## src/hdl/mono_sprite_row_blitter_unit_macros.svh

```systemverilog
// ----------------------------------------------------------------------------
// Sprite row blitter assertion macros
// Shared concurrent assertion forms, clocked on clk with reset rst_n.
// ----------------------------------------------------------------------------
`ifndef MONO_SPRITE_ROW_BLITTER_UNIT_MACROS_SVH
`define MONO_SPRITE_ROW_BLITTER_UNIT_MACROS_SVH

// checked only outside reset
`define MSRB_ASSERT(lbl, prop, msg) \
  lbl: assert property (@(posedge clk) disable iff (!rst_n) prop) else $error(msg);

// checked on every edge, reset included
`define MSRB_ASSERT_ALWAYS(lbl, prop, msg) \
  lbl: assert property (@(posedge clk) prop) else $error(msg);

`endif

```

## src/hdl/msrb_pkg.sv

```systemverilog
// ----------------------------------------------------------------------------
// Sprite row blitter package
// Screen geometry, field widths, register codes and queue entry types.
// ----------------------------------------------------------------------------
package msrb_pkg;

  localparam int SCREEN_WIDTH   = 128;
  localparam int SCREEN_HEIGHT  = 64;
  localparam int MAX_ROW_PIXELS = 8;

  localparam int COL_W   = 3;   // column index within a row
  localparam int PIX_X_W = 7;
  localparam int PIX_Y_W = 6;
  localparam int COORD_W = 11;  // signed screen coordinate before clipping

  localparam int QDEPTH  = 4;
  localparam int QPTR_W  = 2;
  localparam int QCNT_W  = 3;

  // configuration register indexes
  localparam int CFG_IDX_W  = 3;
  localparam int CFG_DATA_W = 8;
  localparam logic [CFG_IDX_W-1:0] CFG_CLIP_LEFT   = 3'd0;
  localparam logic [CFG_IDX_W-1:0] CFG_CLIP_TOP    = 3'd1;
  localparam logic [CFG_IDX_W-1:0] CFG_CLIP_WIDTH  = 3'd2;
  localparam logic [CFG_IDX_W-1:0] CFG_CLIP_HEIGHT = 3'd3;

  localparam logic [7:0] CLIP_LEFT_RST   = 8'd0;
  localparam logic [6:0] CLIP_TOP_RST    = 7'd0;
  localparam logic [7:0] CLIP_WIDTH_RST  = 8'd128;
  localparam logic [6:0] CLIP_HEIGHT_RST = 7'd64;

  // one classified row: visible set pixels by column, column 0 in bit 0
  typedef struct packed {
    logic [MAX_ROW_PIXELS-1:0] mask;
    logic [PIX_X_W-1:0]        x_base;
    logic [PIX_Y_W-1:0]        y;
  } q_entry_t;

  typedef struct packed {
    logic     valid;
    q_entry_t entry;
  } q_port_t;

endpackage

```

## src/hdl/mono_sprite_row_blitter_unit.sv

```systemverilog
// ----------------------------------------------------------------------------
// Monochrome sprite row blitter
// Turns one row of a 1-bit sprite into clipped pixel-set writes.
// ----------------------------------------------------------------------------
//  channel  | direction | handshake            | payload
//  ---------+-----------+----------------------+-------------------------------
//  cfg      | in        | cfg_valid/cfg_ready  | cfg_index, cfg_data
//  in       | in        | in_valid/in_ready    | row bits, width, row, origin
//  out      | out       | out_valid/out_ready  | pixel_x, pixel_y, last_pixel
//
//  A row is classified in the front end; the back end then writes its visible
//  set pixels (1..8), one per cycle while the output is not stalled, and that
//  single write per cycle sets the rate. Rows with nothing visible give no item.
//  Reset: synchronous, active low; clip window returns to the full screen.
//  A four-entry queue lets input keep flowing while the output stalls;
//  in_ready drops only when that queue is full. cfg_ready is always high.
// ----------------------------------------------------------------------------
module mono_sprite_row_blitter_unit
  import msrb_pkg::*;
(
  input  logic                  clk,
  input  logic                  rst_n,
  // configuration writes (clip window)
  input  logic                  cfg_valid,
  output logic                  cfg_ready,
  input  logic [CFG_IDX_W-1:0]  cfg_index,
  input  logic [CFG_DATA_W-1:0] cfg_data,
  // sprite rows
  input  logic                  in_valid,
  output logic                  in_ready,
  input  logic [7:0]            in_row_bits,
  input  logic [3:0]            in_sprite_width,
  input  logic [7:0]            in_row_index,
  input  logic signed [9:0]     in_origin_x,
  input  logic signed [9:0]     in_origin_y,
  // pixel writes
  output logic                  out_valid,
  input  logic                  out_ready,
  output logic [PIX_X_W-1:0]    out_pixel_x,
  output logic [PIX_Y_W-1:0]    out_pixel_y,
  output logic                  out_last_pixel
);

  q_port_t q_push;
  q_port_t q_head;
  logic    q_full;
  logic    q_pop;

  // front: clip registers, per-column visibility, drop empty rows
  msrb_front u_front (
    .clk             (clk),
    .rst_n           (rst_n),
    .cfg_valid       (cfg_valid),
    .cfg_ready       (cfg_ready),
    .cfg_index       (cfg_index),
    .cfg_data        (cfg_data),
    .in_valid        (in_valid),
    .in_ready        (in_ready),
    .in_row_bits     (in_row_bits),
    .in_sprite_width (in_sprite_width),
    .in_row_index    (in_row_index),
    .in_origin_x     (in_origin_x),
    .in_origin_y     (in_origin_y),
    .q_full          (q_full),
    .q_push          (q_push)
  );

  // queue of classified rows
  msrb_fifo u_fifo (
    .clk   (clk),
    .rst_n (rst_n),
    .push  (q_push),
    .full  (q_full),
    .head  (q_head),
    .pop   (q_pop)
  );

  // back: one pixel write per cycle into the output register while it is not stalled
  msrb_back u_back (
    .clk            (clk),
    .rst_n          (rst_n),
    .q_head         (q_head),
    .q_pop          (q_pop),
    .out_valid      (out_valid),
    .out_ready      (out_ready),
    .out_pixel_x    (out_pixel_x),
    .out_pixel_y    (out_pixel_y),
    .out_last_pixel (out_last_pixel)
  );

endmodule

```

## src/hdl/msrb_fifo.sv

```systemverilog
// ----------------------------------------------------------------------------
// Sprite row blitter queue
// Short queue of classified rows between front and back.
// ----------------------------------------------------------------------------
`include "mono_sprite_row_blitter_unit_macros.svh"

module msrb_fifo
  import msrb_pkg::*;
(
  input  logic    clk,
  input  logic    rst_n,
  input  q_port_t push,
  output logic    full,
  output q_port_t head,
  input  logic    pop
);

  q_entry_t          mem_r [QDEPTH];
  logic [QPTR_W-1:0] wr_ptr_r, wr_ptr_nxt;
  logic [QPTR_W-1:0] rd_ptr_r, rd_ptr_nxt;
  logic [QCNT_W-1:0] count_r, count_nxt;
  logic              do_pop;

  assign full       = (count_r == QCNT_W'(QDEPTH));
  assign head.valid = (count_r != '0);
  assign head.entry = mem_r[rd_ptr_r];
  assign do_pop     = pop && head.valid;

  always_comb begin
    wr_ptr_nxt = wr_ptr_r + QPTR_W'(push.valid);
    rd_ptr_nxt = rd_ptr_r + QPTR_W'(do_pop);
    count_nxt  = count_r + QCNT_W'(push.valid) - QCNT_W'(do_pop);
  end

  always_ff @(posedge clk) begin
    if (push.valid) begin
      mem_r[wr_ptr_r] <= push.entry;
    end
  end

  always_ff @(posedge clk) begin
    if (!rst_n) begin
      wr_ptr_r <= '0;
      rd_ptr_r <= '0;
      count_r  <= '0;
    end else begin
      wr_ptr_r <= wr_ptr_nxt;
      rd_ptr_r <= rd_ptr_nxt;
      count_r  <= count_nxt;
    end
  end

  `MSRB_ASSERT(a_fifo_no_overflow, push.valid |-> !full, "push into full queue")
  `MSRB_ASSERT(a_fifo_count_bound, count_r <= QCNT_W'(QDEPTH), "queue count beyond depth")
  `MSRB_ASSERT(a_fifo_head_nonempty, head.valid |-> (head.entry.mask != '0),
               "queued row has no pixel")

endmodule

```

## src/hdl/msrb_front.sv

```systemverilog
// ----------------------------------------------------------------------------
// Sprite row blitter front end
// Holds the clip window, accepts rows and classifies visible set pixels.
// ----------------------------------------------------------------------------
module msrb_front
  import msrb_pkg::*;
(
  input  logic                  clk,
  input  logic                  rst_n,
  input  logic                  cfg_valid,
  output logic                  cfg_ready,
  input  logic [CFG_IDX_W-1:0]  cfg_index,
  input  logic [CFG_DATA_W-1:0] cfg_data,
  input  logic                  in_valid,
  output logic                  in_ready,
  input  logic [7:0]            in_row_bits,
  input  logic [3:0]            in_sprite_width,
  input  logic [7:0]            in_row_index,
  input  logic signed [9:0]     in_origin_x,
  input  logic signed [9:0]     in_origin_y,
  input  logic                  q_full,
  output q_port_t               q_push
);

  logic [7:0] clip_left_r, clip_left_nxt;
  logic [6:0] clip_top_r, clip_top_nxt;
  logic [7:0] clip_width_r, clip_width_nxt;
  logic [6:0] clip_height_r, clip_height_nxt;

  logic [3:0]                width_sat;
  logic signed [COORD_W-1:0] dy;
  logic signed [COORD_W-1:0] x_lo, x_hi, y_lo, y_hi;
  logic                      row_vis;
  logic signed [COORD_W-1:0] dx [MAX_ROW_PIXELS];
  logic [3:0]                shift [MAX_ROW_PIXELS];
  logic [MAX_ROW_PIXELS-1:0] mask;

  assign cfg_ready = 1'b1;
  assign in_ready  = !q_full;

  always_comb begin
    clip_left_nxt   = clip_left_r;
    clip_top_nxt    = clip_top_r;
    clip_width_nxt  = clip_width_r;
    clip_height_nxt = clip_height_r;
    if (cfg_valid) begin
      unique case (cfg_index)
        CFG_CLIP_LEFT:   clip_left_nxt   = cfg_data;
        CFG_CLIP_TOP:    clip_top_nxt    = cfg_data[6:0];
        CFG_CLIP_WIDTH:  clip_width_nxt  = cfg_data;
        CFG_CLIP_HEIGHT: clip_height_nxt = cfg_data[6:0];
        default: ;
      endcase
    end
  end

  always_ff @(posedge clk) begin
    if (!rst_n) begin
      clip_left_r   <= CLIP_LEFT_RST;
      clip_top_r    <= CLIP_TOP_RST;
      clip_width_r  <= CLIP_WIDTH_RST;
      clip_height_r <= CLIP_HEIGHT_RST;
    end else begin
      clip_left_r   <= clip_left_nxt;
      clip_top_r    <= clip_top_nxt;
      clip_width_r  <= clip_width_nxt;
      clip_height_r <= clip_height_nxt;
    end
  end

  // window bounds as signed coordinates, exclusive upper edge
  assign x_lo = $signed({3'b000, clip_left_r});
  assign x_hi = $signed({2'b00, {1'b0, clip_left_r} + {1'b0, clip_width_r}});
  assign y_lo = $signed({4'b0000, clip_top_r});
  assign y_hi = $signed({3'b000, {1'b0, clip_top_r} + {1'b0, clip_height_r}});

  assign width_sat = (in_sprite_width > 4'(MAX_ROW_PIXELS)) ?
                     4'(MAX_ROW_PIXELS) : in_sprite_width;

  assign dy = $signed({in_origin_y[9], in_origin_y}) + $signed({3'b000, in_row_index});
  assign row_vis = (dy >= y_lo) && (dy < y_hi) && (dy >= 0) &&
                   (dy < COORD_W'(SCREEN_HEIGHT));

  // one lane per column, independent of each other
  always_comb begin
    for (int c = 0; c < MAX_ROW_PIXELS; c++) begin
      dx[c]    = $signed({in_origin_x[9], in_origin_x}) + $signed(COORD_W'(c));
      shift[c] = width_sat - 4'd1 - 4'(c);
      mask[c]  = (4'(c) < width_sat) && in_row_bits[shift[c][COL_W-1:0]] &&
                 (dx[c] >= x_lo) && (dx[c] < x_hi) && (dx[c] >= 0) &&
                 (dx[c] < COORD_W'(SCREEN_WIDTH));
    end
  end

  // rows with nothing to draw are taken and dropped here
  assign q_push.valid        = in_valid && in_ready && row_vis && (mask != '0);
  assign q_push.entry.mask   = mask;
  assign q_push.entry.x_base = in_origin_x[PIX_X_W-1:0];
  assign q_push.entry.y      = dy[PIX_Y_W-1:0];

endmodule

```

## src/hdl/msrb_back.sv

```systemverilog
// ----------------------------------------------------------------------------
// Sprite row blitter back end
// Walks the pixel mask of one row, one pixel write per cycle unless the output stalls.
// ----------------------------------------------------------------------------
`include "mono_sprite_row_blitter_unit_macros.svh"

module msrb_back
  import msrb_pkg::*;
(
  input  logic               clk,
  input  logic               rst_n,
  input  q_port_t            q_head,
  output logic               q_pop,
  output logic               out_valid,
  input  logic               out_ready,
  output logic [PIX_X_W-1:0] out_pixel_x,
  output logic [PIX_Y_W-1:0] out_pixel_y,
  output logic               out_last_pixel
);

  logic                      busy_r, busy_nxt;
  logic [MAX_ROW_PIXELS-1:0] mask_r, mask_nxt;
  logic [PIX_X_W-1:0]        xb_r, xb_nxt;
  logic [PIX_Y_W-1:0]        y_r, y_nxt;

  logic                      ov_r, ov_nxt;
  logic [PIX_X_W-1:0]        ox_r, ox_nxt;
  logic [PIX_Y_W-1:0]        oy_r, oy_nxt;
  logic                      olast_r, olast_nxt;

  logic                      slot_free, emit, last;
  logic [MAX_ROW_PIXELS-1:0] pick, rest;
  logic [COL_W-1:0]          col;

  assign slot_free = !ov_r || out_ready;
  assign emit      = busy_r && slot_free;
  assign pick      = mask_r & (~mask_r + 1'b1);  // leftmost remaining column
  assign rest      = mask_r & ~pick;
  assign last      = (rest == '0);
  assign q_pop     = q_head.valid && (!busy_r || (emit && last));

  always_comb begin
    col = '0;
    for (int c = 0; c < MAX_ROW_PIXELS; c++) begin
      if (pick[c]) begin
        col = COL_W'(c);
      end
    end
  end

  always_comb begin
    busy_nxt = busy_r;
    mask_nxt = mask_r;
    xb_nxt   = xb_r;
    y_nxt    = y_r;
    priority if (q_pop) begin
      busy_nxt = 1'b1;
      mask_nxt = q_head.entry.mask;
      xb_nxt   = q_head.entry.x_base;
      y_nxt    = q_head.entry.y;
    end else if (emit) begin
      busy_nxt = !last;
      mask_nxt = rest;
    end
  end

  always_comb begin
    ov_nxt    = ov_r;
    ox_nxt    = ox_r;
    oy_nxt    = oy_r;
    olast_nxt = olast_r;
    priority if (emit) begin
      ov_nxt    = 1'b1;
      ox_nxt    = xb_r + PIX_X_W'(col);
      oy_nxt    = y_r;
      olast_nxt = last;
    end else if (out_ready) begin
      ov_nxt = 1'b0;
    end
  end

  always_ff @(posedge clk) begin
    if (!rst_n) begin
      busy_r <= 1'b0;
      ov_r   <= 1'b0;
    end else begin
      busy_r <= busy_nxt;
      ov_r   <= ov_nxt;
    end
  end

  always_ff @(posedge clk) begin
    mask_r  <= mask_nxt;
    xb_r    <= xb_nxt;
    y_r     <= y_nxt;
    ox_r    <= ox_nxt;
    oy_r    <= oy_nxt;
    olast_r <= olast_nxt;
  end

  assign out_valid      = ov_r;
  assign out_pixel_x    = ox_r;
  assign out_pixel_y    = oy_r;
  assign out_last_pixel = olast_r;

  `MSRB_ASSERT(a_back_busy_mask, busy_r |-> (mask_r != '0), "busy with empty mask")
  `MSRB_ASSERT_ALWAYS(a_back_reset_idle, !rst_n |=> (!busy_r && !ov_r),
                      "back end not idle after reset")

endmodule

```

## config.mk

```make
export PLATFORM = sky130hd
export DESIGN_NAME = mono_sprite_row_blitter_unit
export DESIGN_NICKNAME = d
export VERILOG_FILES = /design/src/hdl/msrb_pkg.sv /design/src/hdl/mono_sprite_row_blitter_unit.sv /design/src/hdl/msrb_fifo.sv /design/src/hdl/msrb_front.sv /design/src/hdl/msrb_back.sv
export VERILOG_INCLUDE_DIRS = /design/src /design/src/hdl
export SDC_FILE = /design/constraint.sdc
export NUM_CORES = 1
export LEC_CHECK = 0
export BUFFER_PORTS_ARGS = -buffer_cell sky130_fd_sc_hd__buf_4
export CAP_MARGIN = 10
export CORE_MARGIN = 4
export CORE_UTILIZATION = 65
export CTS_CLUSTER_SIZE = 20
export DETAILED_ROUTE_END_ITERATION = 7
export PLACE_DENSITY = 0.85
export SYNTH_ARGS = -nofsm -noshare
export SYNTH_HDL_FRONTEND = slang
export SYNTH_SLANG_ARGS = --single-unit
```

## constraint.sdc

```tcl
create_clock -name clk -period 16.2 [get_ports clk]
set_input_delay 0.81 -clock clk [delete_from_list [all_inputs] [get_ports clk]]
set_output_delay 0.81 -clock clk [all_outputs]
set_load 0.02 [all_outputs]
```

==> parameters.txt <==
Parameter                              Value

Global route
  Pin count of the biggest net entering global routing ... 40
  First-pass GRT wire length ... between 40 and 50 mm
  Tot GR Track Use ... a little over a quarter
  Number of global-route vias before repair ... ~8.2k
  Gr ovfl total ... 0
  Antenna violations before repair ... 0

Floorplanning
  DIE WIDTH ... between 100 and 150 µm
  Area of the placeable core ... 16600 µm²
  Initial cell density of the core ... around 66%
  Die height ... 138 µm
  Area of the die ... 19100 µm²
  Top Ports ... 73
  Std-Cell Rows ... 47

Worst setup path
  Element type at the critical path end ... flop
  Arrival time at the worst endpoint ... just over 6000 ps
  Required time of the critical path ... 16510 ps
  Start-to-end type of the worst setup path ... flop to flop
  Endpoint of the most critical register-to-register path ... u_fifo.count_r[2]
  Maximum fanout along the worst path ... 8
  Startpoint type of the worst setup path ... flop
  Slack of the worst reg-to-reg path ... between 10000 and 15000 ps
  Worst reg2reg path depth ... 21
  Worst R2R Start ... u_front.clip_left_r[0]

STA
  Final sum of negative setup slack ... 0 ps
  Max Clk Rate ... about 170 MHz
  Min Tclk post-route ... ~5800 ps
  Number of setup violations in the final report ... 0
  Setup skew after layout ... roughly 16 ps
  Least-Margin Pin Slew ... between 1000 and 1500 ps
  Final max-slew violation count ... 0
  Final Cycle Share ... a little over a third
  Min setup slack post-route ... between 10000 and 15000 ps
  Unrepaired setup endpoints after global routing ... false
  Final hold vios ... 0
  Worst hold slack ... about 420 ps
  Max transition margin ... approximately 28%

Place
  Port Buffer Count ... 71
  Placement-stage worst setup slack ... 10350 ps
  Inst Count DP ... between 1k and 1.5k
  Detailed placement HPWL ... a little under 20 mm
  GP Congestion ... a little under 1

Pwr
  Net switching power of the design ... about 420 µW
  Total leakage power ... 4.77 nW
  Portion of total power attributed to sequential cells ... between 40% and 50%
  Portion of total power attributed to combinational logic ... about 30%
  Worst vdd rail ir drop ... a little over 0.1 mV
  Clock share of power ... between 20% and 30%
  Cell area power density ... around 110 nW/µm²
  Net switching fraction of the power ... 32.3%
  Cell Int Power ... slightly below 900 µW

Synthesis
  Top cell type's share of synthesized area ... approximately 32%
  Cell area after technology mapping ... around 11000 µm²
  Synth warn ... 0
  Post-Syn Nets ... 1211
  Flip-flop cell with the highest count after synthesis ... edfxtp_1
  Number of flops mapped to enable cells by yosys ... about 120
  Number of distinct standard cells referenced by the synthesized netlist ... between 80 and 90
  Mean area per synthesized cell ... 10.7 µm²
  Post-synthesis register bit count ... approximately 160
  Most common library cells after synthesis ... ha_1 (123), edfxtp_1 (119), nand2_1 (83), inv_1 (66), nor2_1 (55)
  Post-Syn Instances ... approximately 1k
  Area contributors post-synth ... edfxtp_1 (32%), ha_1 (14%), dfxtp_1 (7.1%)
  Sequential element share of the synthesized area ... between 30% and 40%
  Async set-or-reset flop fraction in the synthesized netlist ... 0%
  Cell accounting for the most synthesized area ... edfxtp_1
  Top-count cell post-synth ... ha_1

Drt
  DRC violation count after routing ... 0
  Count of routing violations after the opening detailed-route iteration ... 656
  Via/cell ratio ... 6.20
  Routed vias ... 8219
  Remaining number of nets flagged by the antenna check after routing ... 0
  Total wire length after detailed routing ... around 26 mm
  DR pass1 iterations ... 7
  Average detailed-routed wire length per instance ... 19.6 µm

Clocking
  Worst-Skew Late Latency ... ~430 ps
  CTS tree ... built
  Count of H-tree levels built during CTS ... 4
  Clock Sinks ... 158
  Clock Tree Root ... clkbuf_16
  Maximum buffer depth of the clock tree ... 2
  Number of CTS-inserted buffers ... 17
  Clock slew at the register clock pins of the worst setup and hold paths ... about 70 ps
  Buffers inserted during post-CTS setup optimization ... 0
  Number of buffers inserted for hold repair after clock tree synthesis ... 0
  Post-CTS sizing ... 0

Layout
  Layout area overhead ... 11.8%
  Share of cells above drive strength 1 ... 15.4%
  Number of diodes ... 0
  Non-filler instance count after layout ... 1326
  Net count of the finished layout ... roughly 1.3k

Run
  Max-cap check violation count ... 0

Outcome
  Result of the run ... finished clean

Hold path
  Worst min-delay path category ... flop to flop
  Count of cells along the worst hold path ... 0
  Hold Crit Start ... u_back.y_r[3]
  Worst Hold Path EP ... u_back.out_pixel_y[3]
metal layers:
metal  up-vias  GRT usage (%)  wire, µm
met5         -              0         0
met4         0           9.05       684
met3        62           4.42      1470
met2       293           45.0     12700
li1       3967              -         -
met1      3897           36.3     11100
cell families after synthesis:
logic type / Yosys count / synth area share, %
DFF: 158 / 39.4
buffers and inverters: 100 / 3.58
other: 1 / 0.0340
adders and majority gates: 140 / 16.0
muxes: 56 / 8.02
xor gates and xnor gates: 65 / 5.33
and+or+nand+nor: 256 / 11.6
AOI/OAI and AO/OA: 251 / 16.0
cell type report:
class,instances,area [µm²]
inverters,69,259
well taps,220,275
flip-flops and latches,158,4350
multi-input cells,769,6310
repair buffers,78,586
clock buffers,17,425
fillers,1119,4300
clock inverters,15,124
power by group through the flow:
| stage | Sequential (mW) | Clock (mW) | Combinational [mW] |
|---|---|---|---|
| after floorplan | 0.563 | 0 | 0.256 |
| after global placement | 0.548 | 0 | 0.367 |
| after detailed placement | 0.553 | 0 | 0.382 |
| after CTS | 0.545 | 0.377 | 0.390 |
| after global routing | 0.551 | 0.396 | 0.431 |
| final | 0.545 | 0.373 | 0.391 |
registers in the layout (all words and copies together) (netlist names):
signal	count
u_fifo.wr_ptr_r	2
u_back.mask_r	8
u_front.clip_top_r	7
u_back.out_last_pixel	1
u_fifo.mem_r	84
u_front.clip_left_r	8
u_back.out_pixel_x	7
u_back.xb_r	7
u_back.out_valid	1
u_back.out_pixel_y	6
u_front.clip_width_r	8
u_fifo.rd_ptr_r	2
u_front.clip_height_r	7
u_back.busy_r	1
u_fifo.count_r	3
u_back.y_r	6
worst max-delay path: stages (launching register included):
cell     delay (ps)
dfxtp_1         350
ha_1            240
fa_1            430
xnor2_1         690
ha_1            290
a21o_1          120
a31oi_1          60
o211a_1         270
o31ai_1         210
a22oi_1         140
nor4b_1         400
nor4b_2         150
nor4_2          800
a21o_1          220
ha_1            230
inv_1            70
ha_1            140
inv_1            50
fa_1            370
xnor2_1         150
xnor2_1         120
and2_1          150
cell usage in the layout, fill, tap and decap left out, types with 30 or more instances in the layout:
master | netlist | routed
a21oi_1 | 52 | 52
nand2_1 | 83 | 83
xnor2_1 | 38 | 38
buf_4 | 1 | 78
edfxtp_1 | 119 | 119
dfxtp_1 | 39 | 39
inv_1 | 66 | 66
o21ai_0 | 30 | 30
nor2_1 | 55 | 55
ha_1 | 123 | 123
stage by stage:
step / total power [mW] / util (%) / area, µm²
after CTS: 1.31 / 74.1 / 12300
final: 1.31 / 74.1 / 12300
after floorplan: 0.819 / - / 11000
after global routing: 1.38 / 74.1 / 12300
after global placement: 0.914 / 70.8 / 11800
after detailed placement: 0.935 / 70.8 / 11800
worst max-delay path by stage:
stage                                      start            endpoint  slack, ps  cells past startpoint
after floorplan                   in_origin_x[2]  u_fifo.mem_r[2][0]       9690                     14
after global placement            in_origin_x[2]   u_fifo.count_r[2]      10650                     22
after detailed placement          in_origin_x[2]   u_fifo.count_r[2]      10350                     22
after CTS                 u_front.clip_left_r[0]   u_fifo.count_r[2]      10470                     21
after global routing      u_front.clip_left_r[0]   u_fifo.count_r[2]      10120                     21
final                     u_front.clip_left_r[0]   u_fifo.count_r[2]      10440                     21
Power figures use the tool's default switching activity.
